===== config.mk =====
export PLATFORM = sky130hd
export DESIGN_NAME = overspeed_alarm_monitor
export DESIGN_NICKNAME = d
export VERILOG_FILES = /design/src/osam_pkg.sv /design/src/overspeed_alarm_monitor.sv /design/src/osam_cfg.sv /design/src/osam_step.sv
export SDC_FILE = /design/constraint.sdc
export NUM_CORES = 1
export LEC_CHECK = 0
export ABC_CLOCK_PERIOD_IN_PS = 11000
export BUFFER_PORTS_ARGS = -buffer_cell sky130_fd_sc_hd__buf_2
export CAP_MARGIN = 40
export CORE_UTILIZATION = 65
export CTS_CLUSTER_DIAMETER = 30
export DETAILED_ROUTE_END_ITERATION = 10
export PLACE_DENSITY_LB_ADDON = 0.3
export SYNTH_ARGS = -nofsm -noshare
export SYNTH_HDL_FRONTEND = slang
export SYNTH_SLANG_ARGS = --single-unit

===== constraint.sdc =====
create_clock -name clk -period 11 [get_ports clk]
set_input_delay 0.55 -clock clk [delete_from_list [all_inputs] [get_ports clk]]
set_output_delay 0.55 -clock clk [all_outputs]
set_load 0.05 [all_outputs]

===== src/osam_pkg.sv =====
`default_nettype none

package osam_pkg;

    // Register indexes on the configuration port (byte address = 4 * index)
    typedef enum logic [2:0] {
        REG_SPEED_LIMIT      = 3'd0,
        REG_TIME_THRESHOLD   = 3'd1,
        REG_EARLY_WARN_DELTA = 3'd2,
        REG_REPORT_INTERVAL  = 3'd3,
        REG_AREA_TYPE        = 3'd4,
        REG_AREA_ID          = 3'd5
    } reg_idx_t;

    localparam int unsigned ADDR_W = 5;
    localparam int unsigned DATA_W = 32;

    // Reset values of the configuration registers
    localparam logic [7:0]  SPEED_LIMIT_RST      = 8'd0;
    localparam logic [15:0] TIME_THRESHOLD_RST   = 16'd10;
    localparam logic [15:0] EARLY_WARN_DELTA_RST = 16'd100;
    localparam logic [15:0] REPORT_INTERVAL_RST  = 16'd0;
    localparam logic [7:0]  AREA_TYPE_RST        = 8'd0;
    localparam logic [31:0] AREA_ID_RST          = 32'd0;

    // Divide by ten as multiply and shift; exact over the full input range
    localparam logic [31:0] DIV10_MUL_16   = 32'd52429;
    localparam int unsigned DIV10_SHIFT_16 = 19;
    localparam logic [15:0] DIV10_MUL_8    = 16'd205;
    localparam int unsigned DIV10_SHIFT_8  = 11;

    localparam logic [6:0] ANN_LEVEL_MIN = 7'd30;
    localparam logic [6:0] ANN_LEVEL_MAX = 7'd120;

    typedef struct packed {
        logic [7:0]  vehicle_speed;
        logic [31:0] now_seconds;
    } sample_t;

    typedef struct packed {
        logic        overspeed_alarm;
        logic        prewarn_alarm;
        logic        announce_overspeed;
        logic        announce_prewarn;
        logic [6:0]  announced_limit;
        logic        report_valid;
        logic [7:0]  report_area_type;
        logic [31:0] report_area_id;
    } result_t;

    // Configuration as seen by the evaluation logic
    typedef struct packed {
        logic [7:0]  speed_limit;
        logic [15:0] time_threshold;
        logic [15:0] report_interval;
        logic [7:0]  area_type;
        logic [31:0] area_id;
        logic [7:0]  prewarn_level;
        logic [6:0]  ann_level;
    } cfg_t;

    typedef struct packed {
        logic [31:0] over_start_time;
        logic        over_start_valid;
        logic [31:0] release_start_time;
        logic        release_start_valid;
        logic [31:0] last_report_time;
        logic        alarm_flag;
        logic        prewarn_flag;
    } state_t;

endpackage

`default_nettype wire


===== src/overspeed_alarm_monitor.sv =====
// Overspeed alarm monitor.
// Input channel in_valid/in_ready/in_data carries one request per speed sample
// (vehicle speed in km/h, time in seconds). Output channel out_valid/out_ready/
// out_data returns exactly one result per request: alarm and pre-warning flags,
// announcement strobes, the announced limit and the speeding report fields.
// out_valid rises once the result reaches the output register: the sample is
// captured in an input register, evaluated combinationally against the alarm
// state, and the result lands in the output register while the state updates.
// Throughput is one request per cycle while the receiver does not stall; the
// state loop (timers and flags) closes through compare-and-subtract logic.
// When the receiver stalls, the result holds in the output register and one
// more request can still be taken into the input register; in_ready drops
// only when both registers are full.
// The APB port writes the six configuration registers at 4-byte spacing;
// pready is tied high. Derived limits update in the cycle after a write.
// Reset (rst_n low, asynchronous) empties both registers, clears the timers
// and flags and loads the configuration defaults.
`default_nettype none

module overspeed_alarm_monitor
    import osam_pkg::*;
#(
    parameter int unsigned RELEASE_SECONDS = 2
)
(
    input  wire logic              clk,
    input  wire logic              rst_n,
    input  wire logic              in_valid,
    output logic                   in_ready,
    input  wire sample_t           in_data,
    output logic                   out_valid,
    input  wire logic              out_ready,
    output result_t                out_data,
    input  wire logic              psel,
    input  wire logic              penable,
    input  wire logic              pwrite,
    input  wire logic [ADDR_W-1:0] paddr,
    input  wire logic [DATA_W-1:0] pwdata,
    output logic      [DATA_W-1:0] prdata,
    output logic                   pready
);

    cfg_t    cfg;
    sample_t smp_reg;
    logic    smp_valid_reg;
    result_t res_reg;
    logic    res_valid_reg;
    state_t  state_reg;
    state_t  state_next;
    result_t res_next;
    logic    advance;

    assign pready = 1'b1;

    osam_cfg u_cfg (
        .clk     (clk),
        .rst_n   (rst_n),
        .psel    (psel),
        .penable (penable),
        .pwrite  (pwrite),
        .paddr   (paddr),
        .pwdata  (pwdata),
        .prdata  (prdata),
        .cfg     (cfg)
    );

    osam_step #(
        .RELEASE_SECONDS (RELEASE_SECONDS)
    ) u_step (
        .cfg (cfg),
        .smp (smp_reg),
        .cur (state_reg),
        .nxt (state_next),
        .res (res_next)
    );

    // Output register free, or being drained this cycle
    assign advance  = !res_valid_reg || out_ready;
    assign in_ready = !smp_valid_reg || advance;

    always_ff @(posedge clk or negedge rst_n)
    begin
        if (!rst_n)
        begin
            smp_valid_reg <= 1'b0;
            res_valid_reg <= 1'b0;
            state_reg     <= '0;
        end
        else
        begin
            if (in_ready)
            begin
                smp_valid_reg <= in_valid;
            end
            if (advance)
            begin
                res_valid_reg <= smp_valid_reg;
            end
            // state commits only when the sample moves into the result stage
            if (smp_valid_reg && advance)
            begin
                state_reg <= state_next;
            end
        end
    end

    always_ff @(posedge clk)
    begin
        if (in_valid && in_ready)
        begin
            smp_reg <= in_data;
        end
        if (smp_valid_reg && advance)
        begin
            res_reg <= res_next;
        end
    end

    assign out_valid = res_valid_reg;
    assign out_data  = res_reg;

endmodule

`default_nettype wire


===== src/osam_cfg.sv =====
`default_nettype none

module osam_cfg
    import osam_pkg::*;
(
    input  wire logic              clk,
    input  wire logic              rst_n,
    input  wire logic              psel,
    input  wire logic              penable,
    input  wire logic              pwrite,
    input  wire logic [ADDR_W-1:0] paddr,
    input  wire logic [DATA_W-1:0] pwdata,
    output logic      [DATA_W-1:0] prdata,
    output cfg_t                   cfg
);

    logic [7:0]  speed_limit_reg;
    logic [15:0] time_threshold_reg;
    logic [15:0] early_warn_delta_reg;
    logic [15:0] report_interval_reg;
    logic [7:0]  area_type_reg;
    logic [31:0] area_id_reg;
    logic [15:0] margin_reg;
    logic [15:0] margin_next;
    logic [6:0]  ann_level_reg;
    logic [6:0]  ann_level_next;
    logic [4:0]  lim_tens;
    logic [7:0]  lim_round;
    logic        wr_en;
    reg_idx_t    idx;

    assign wr_en = psel & penable & pwrite;
    assign idx   = reg_idx_t'(paddr[ADDR_W-1:2]);

    always_ff @(posedge clk or negedge rst_n)
    begin
        if (!rst_n)
        begin
            speed_limit_reg      <= SPEED_LIMIT_RST;
            time_threshold_reg   <= TIME_THRESHOLD_RST;
            early_warn_delta_reg <= EARLY_WARN_DELTA_RST;
            report_interval_reg  <= REPORT_INTERVAL_RST;
            area_type_reg        <= AREA_TYPE_RST;
            area_id_reg          <= AREA_ID_RST;
        end
        else if (wr_en)
        begin
            unique case (idx)
                REG_SPEED_LIMIT:      speed_limit_reg      <= pwdata[7:0];
                REG_TIME_THRESHOLD:   time_threshold_reg   <= pwdata[15:0];
                REG_EARLY_WARN_DELTA: early_warn_delta_reg <= pwdata[15:0];
                REG_REPORT_INTERVAL:  report_interval_reg  <= pwdata[15:0];
                REG_AREA_TYPE:        area_type_reg        <= pwdata[7:0];
                REG_AREA_ID:          area_id_reg          <= pwdata;
                default:              ;
            endcase
        end
    end

    // Derived values, registered so the multiplies stay off the sample path
    always_comb
    begin
        margin_next = 16'(({16'd0, early_warn_delta_reg} * DIV10_MUL_16) >> DIV10_SHIFT_16);
        lim_tens    = 5'(({8'd0, speed_limit_reg} * DIV10_MUL_8) >> DIV10_SHIFT_8);
        lim_round   = 8'({3'd0, lim_tens} * 8'd10);
        if (lim_round < {1'b0, ANN_LEVEL_MIN})
        begin
            ann_level_next = ANN_LEVEL_MIN;
        end
        else if (lim_round > {1'b0, ANN_LEVEL_MAX})
        begin
            ann_level_next = ANN_LEVEL_MAX;
        end
        else
        begin
            ann_level_next = lim_round[6:0];
        end
    end

    always_ff @(posedge clk or negedge rst_n)
    begin
        if (!rst_n)
        begin
            margin_reg    <= 16'd10;
            ann_level_reg <= ANN_LEVEL_MIN;
        end
        else
        begin
            margin_reg    <= margin_next;
            ann_level_reg <= ann_level_next;
        end
    end

    always_comb
    begin
        unique case (idx)
            REG_SPEED_LIMIT:      prdata = {24'd0, speed_limit_reg};
            REG_TIME_THRESHOLD:   prdata = {16'd0, time_threshold_reg};
            REG_EARLY_WARN_DELTA: prdata = {16'd0, early_warn_delta_reg};
            REG_REPORT_INTERVAL:  prdata = {16'd0, report_interval_reg};
            REG_AREA_TYPE:        prdata = {24'd0, area_type_reg};
            REG_AREA_ID:          prdata = area_id_reg;
            default:              prdata = '0;
        endcase
    end

    always_comb
    begin
        cfg.speed_limit     = speed_limit_reg;
        cfg.time_threshold  = time_threshold_reg;
        cfg.report_interval = report_interval_reg;
        cfg.area_type       = area_type_reg;
        cfg.area_id         = area_id_reg;
        // pre-warning level saturates at zero
        if ({8'd0, speed_limit_reg} > margin_reg)
        begin
            cfg.prewarn_level = speed_limit_reg - margin_reg[7:0];
        end
        else
        begin
            cfg.prewarn_level = 8'd0;
        end
        cfg.ann_level = ann_level_reg;
    end

endmodule

`default_nettype wire


===== src/osam_step.sv =====
`default_nettype none

module osam_step
    import osam_pkg::*;
#(
    parameter int unsigned RELEASE_SECONDS = 2
)
(
    input  wire cfg_t    cfg,
    input  wire sample_t smp,
    input  wire state_t  cur,
    output state_t       nxt,
    output result_t      res
);

    logic        over;
    logic [31:0] since_over;
    logic [31:0] since_release;
    logic [31:0] since_report;
    logic        release_done;
    logic        ann_over;
    logic        ann_pre;
    logic        rep;

    assign over          = smp.vehicle_speed > cfg.speed_limit;
    assign since_over    = smp.now_seconds - cur.over_start_time;
    assign since_release = smp.now_seconds - cur.release_start_time;
    assign since_report  = smp.now_seconds - cur.last_report_time;
    assign release_done  = since_release >= 32'(RELEASE_SECONDS);

    always_comb
    begin
        nxt      = cur;
        ann_over = 1'b0;
        ann_pre  = 1'b0;
        rep      = 1'b0;

        if (over)
        begin
            if (!cur.over_start_valid)
            begin
                nxt.over_start_time  = smp.now_seconds;
                nxt.over_start_valid = 1'b1;
            end
            else
            begin
                if (cur.release_start_valid && release_done)
                begin
                    nxt.release_start_valid = 1'b0;
                end
                if (since_over >= {16'd0, cfg.time_threshold})
                begin
                    ann_over = !cur.alarm_flag ||
                               ((cfg.report_interval != 16'd0) &&
                                (since_report >= {16'd0, cfg.report_interval}));
                    if (ann_over)
                    begin
                        nxt.last_report_time = smp.now_seconds;
                    end
                    nxt.alarm_flag = 1'b1;
                    rep            = 1'b1;
                end
            end
        end
        else
        begin
            if (!cur.release_start_valid)
            begin
                nxt.release_start_time  = smp.now_seconds;
                nxt.release_start_valid = 1'b1;
            end
            else if (release_done)
            begin
                nxt.over_start_valid = 1'b0;
                nxt.alarm_flag       = 1'b0;
            end
        end

        // pre-warning held low while the alarm is up
        if (nxt.alarm_flag)
        begin
            nxt.prewarn_flag = 1'b0;
        end
        else if (smp.vehicle_speed > cfg.prewarn_level)
        begin
            ann_pre          = !cur.prewarn_flag;
            nxt.prewarn_flag = 1'b1;
        end
        else
        begin
            nxt.prewarn_flag = 1'b0;
        end

        res.overspeed_alarm    = nxt.alarm_flag;
        res.prewarn_alarm      = nxt.prewarn_flag;
        res.announce_overspeed = ann_over;
        res.announce_prewarn   = ann_pre;
        res.announced_limit    = cfg.ann_level;
        res.report_valid       = rep;
        res.report_area_type   = rep ? cfg.area_type : 8'd0;
        res.report_area_id     = (rep && (cfg.area_type != 8'd0)) ? cfg.area_id : 32'd0;
    end

endmodule

`default_nettype wire

==> flow_summary.yaml <==
timing:
  setup_viol: 0
  max_freq_mhz: 145
  setup_tns_ps: 0
  fin_skew_ps: 22.1
  rsz0062_at_grt: "no"
  post-route-period-util: 0.629
  fin_crit_ps: 6920
  maxSlewViolCount: 0
  max_slew_margin: 0.436
  finalHoldViolCount: 0
  tightest_slew_ps: 846
routing:
  route.detailed.drc: 0
  dr_total_vias: 19600
  avgViaCountPerCell: 6.00
  wl_per_cell_um: 19.5
  initialDrtViolationCount: 1126
  first_pass_iters: 5
  ant_nets: 0
  routed_wl_um: 64000
clock_network:
  htreeDepth: 3
  cts_tree: "built"
  path_clk_slew_ps: 50
  clockBufferDepth: 3
  cts_sinks: 308
  clock_latency_ps: 590
  cts_setup_buffers: 0
  cts_root_buf: "clkbuf_16"
  cts_buffers: 69
floorplanning:
  die_x_um: 198
  row_count: 71
  io_pins: 171
  die_area_sq_mm: 0.0391
  initial_core_util: 0.661
  core_area_sq_mm: 0.0377
  die_y_um: 198
global_route:
  grt_max_degree: 83
  grt_pass1_vias: 19900
  grt_pass1_wl_um: 103000
  grt_usage: 0.338
  grt-ovfl-total: 0
  antenna_found_initial: 0
layout:
  drive_gt1_frac: 0.164
  diodes: 0
  synthToLayoutAreaGrowth_pct: 14.6
  fin_area_sq_mm: 0.0285
  largest_reg_flops: 100
  nets: 3217
synthesis:
  yosysMostFrequentCell: "inv_1"
  synth_flop_cell: "dfrtp_1"
  yosysUniqueCellTypes: 89
  synth_area_sq_mm: 0.0249
  synthCells: 2534
  netlist_top_cells_count: "inv_1 (349), ha_1 (329), nand2_1 (209)"
  ys_seq_area_frac: 0.328
  syn-num-nets: 3043
  synth_area_leaders: "dfrtp_1 (21%), ha_1 (17%), edfxtp_1 (11%), fa_1 (7.7%), inv_1 (5.3%)"
  synth_edf_count: 91
  synth_top_area_cell: "dfrtp_1"
  netlist.area_leader.share: 0.207
  avgSynthCellArea_sq_um: 9.82
  yosysWarnings: 0
  synth_seq_cells: 308
  async_flop_share: 0.705
placement:
  place_congestion: 0.937
  dpl_cell_area_sq_mm: 0.0262
  io_buffers: 166
  hpwl_um: 48400
power_and_ir_drop:
  ir_worst_vdd_v: 0.000602
  total_power_w: 0.0107
  power_density_mw_per_mm2: 374
  p_leak_nw: 13.9
hold_path:
  min_path_type: "in2reg"
worst_setup_path:
  end_kind: "flop"
  critPathArrivalTime_ps: 7410
  crit_type: "reg2reg"
  worstSetupStartpointType: "flop"
  critPathRequiredTime_ps: 11490
  crit_fanout: 7
run:
  maxCapViolCount: 0
run_status:
  status: "completed"
-- cells by family after synthesis --
family                   after synthesis  share of synthesized area
multiplexers                         147                     0.0726
flip-flops                           308                      0.328
buffers and inverters                426                     0.0671
other                                  2                   0.000302
XOR/XNOR                              85                     0.0305
AND/OR/NAND/NOR                      601                      0.120
AO/OA/AOI/OAI                        540                      0.138
adder cells (fa/ha/maj)              425                      0.243
-- routing by layer --
metal | global-route usage | part of all wire | vias to the layer above
met4 | 0.115 | 0.028 | 0
met5 | 0 | 0 | -
li1 | - | - | 9227
met1 | 0.447 | 0.42 | 9516
met3 | 0.0593 | 0.076 | 132
met2 | 0.563 | 0.47 | 765
-- per-stage QoR --
stage	hold WS, ps	std cells	setup WS, ps	utilization
finish	142	3275	4080	0.757
global route	128	3275	3630	0.757
CTS	119	3274	4080	0.757
detailed placement	413	3146	4230	0.695
global placement	410	3142	4290	0.693
floorplan	254	2534	5150	-
-- report_power, final --
group	internal, W	leakage (nW)	switching, W
sequential	0.00160	3.51	0.000234
clock	0.00135	1.12	0.000680
combinational	0.00289	9.30	0.00391
total	0.00584	13.9	0.00482
-- worst max-delay path, cell delays in order (launching register included) --
cell,delay [ps]
dfstp_2,630
ha_1,290
inv_1,130
fa_1,480
fa_1,550
inv_1,50
fa_1,510
fa_1,540
fa_1,500
ha_1,320
a21oi_1,150
o21ai_0,90
nand2_1,70
o31ai_1,120
a221oi_1,770
o21ai_0,380
o211ai_1,290
a21boi_0,190
o21a_1,250
o41ai_1,320
xnor2_1,170
-- timing repair --
action,CTS,global route
endpoints found under the setup margin,0,0
hold buffers,1,0
gates resized for setup,0,0
endpoints found under the hold margin,77,0
-- final timing paths --
check	start	slack, ps	end	depth (start not counted)
worst max-delay path	u_cfg.early_warn_delta_reg[5]$_DFFE_PN1P_	4080	u_cfg.margin_reg[12]$_DFF_PN0_	20
worst min-delay path	in_data[25]	140	smp_reg[25]$_DFFE_PP_	1
worst max register to register	u_cfg.early_warn_delta_reg[5]$_DFFE_PN1P_	4080	u_cfg.margin_reg[12]$_DFF_PN0_	20
worst min register to register	u_cfg.ann_level_reg[6]$_DFF_PN0_	420	out_data[47]$_DFFE_PP_	0
max in group asynchronous	rst_n	9090	u_cfg.ann_level_reg[5]$_DFF_PN0_	3
min in group asynchronous	rst_n	520	u_cfg.area_id_reg[21]$_DFFE_PN0P_	2
-- layout make-up --
cell class                      count  area [sq um]
Multi-Input combinational cell   1800         15100
Fill cell                        2639          9140
Sequential cell                   308          8180
Clock buffer                       82          1850
Inverter                          349          1310
Timing Repair Buffer              180          1010
Tap cell                          511           639
Clock inverter                     45           474
-- cells in the final DEF, fill, tap and decap left out, drive strengths merged, types with 9 or more instances in the layout --
cell,synthesis,routed
inv,349,356
ha,329,329
nand2,209,209
dfrtp,206,206
buf,18,178
o21ai,169,169
a21oi,119,119
mux2,119,119
nor2,104,104
fa,96,96
edfxtp,91,91
clkbuf,59,82
and2,68,68
a21o,66,66
xnor2,50,50
xor2,34,34
nand4,34,34
nor3,31,31
nand3,29,29
clkinv,0,24
o21a,22,22
mux2i,22,22
nor2b,22,22
a31oi,21,21
nand2b,19,19
and3,18,18
nor4,15,15
a211oi,15,15
o21bai,13,13
o211ai,11,11
o31ai,11,11
o2111ai,11,11
dfstp,11,11
o22ai,10,10
or3,9,9
nor3b,9,9
(Power assumes the default switching activity.)
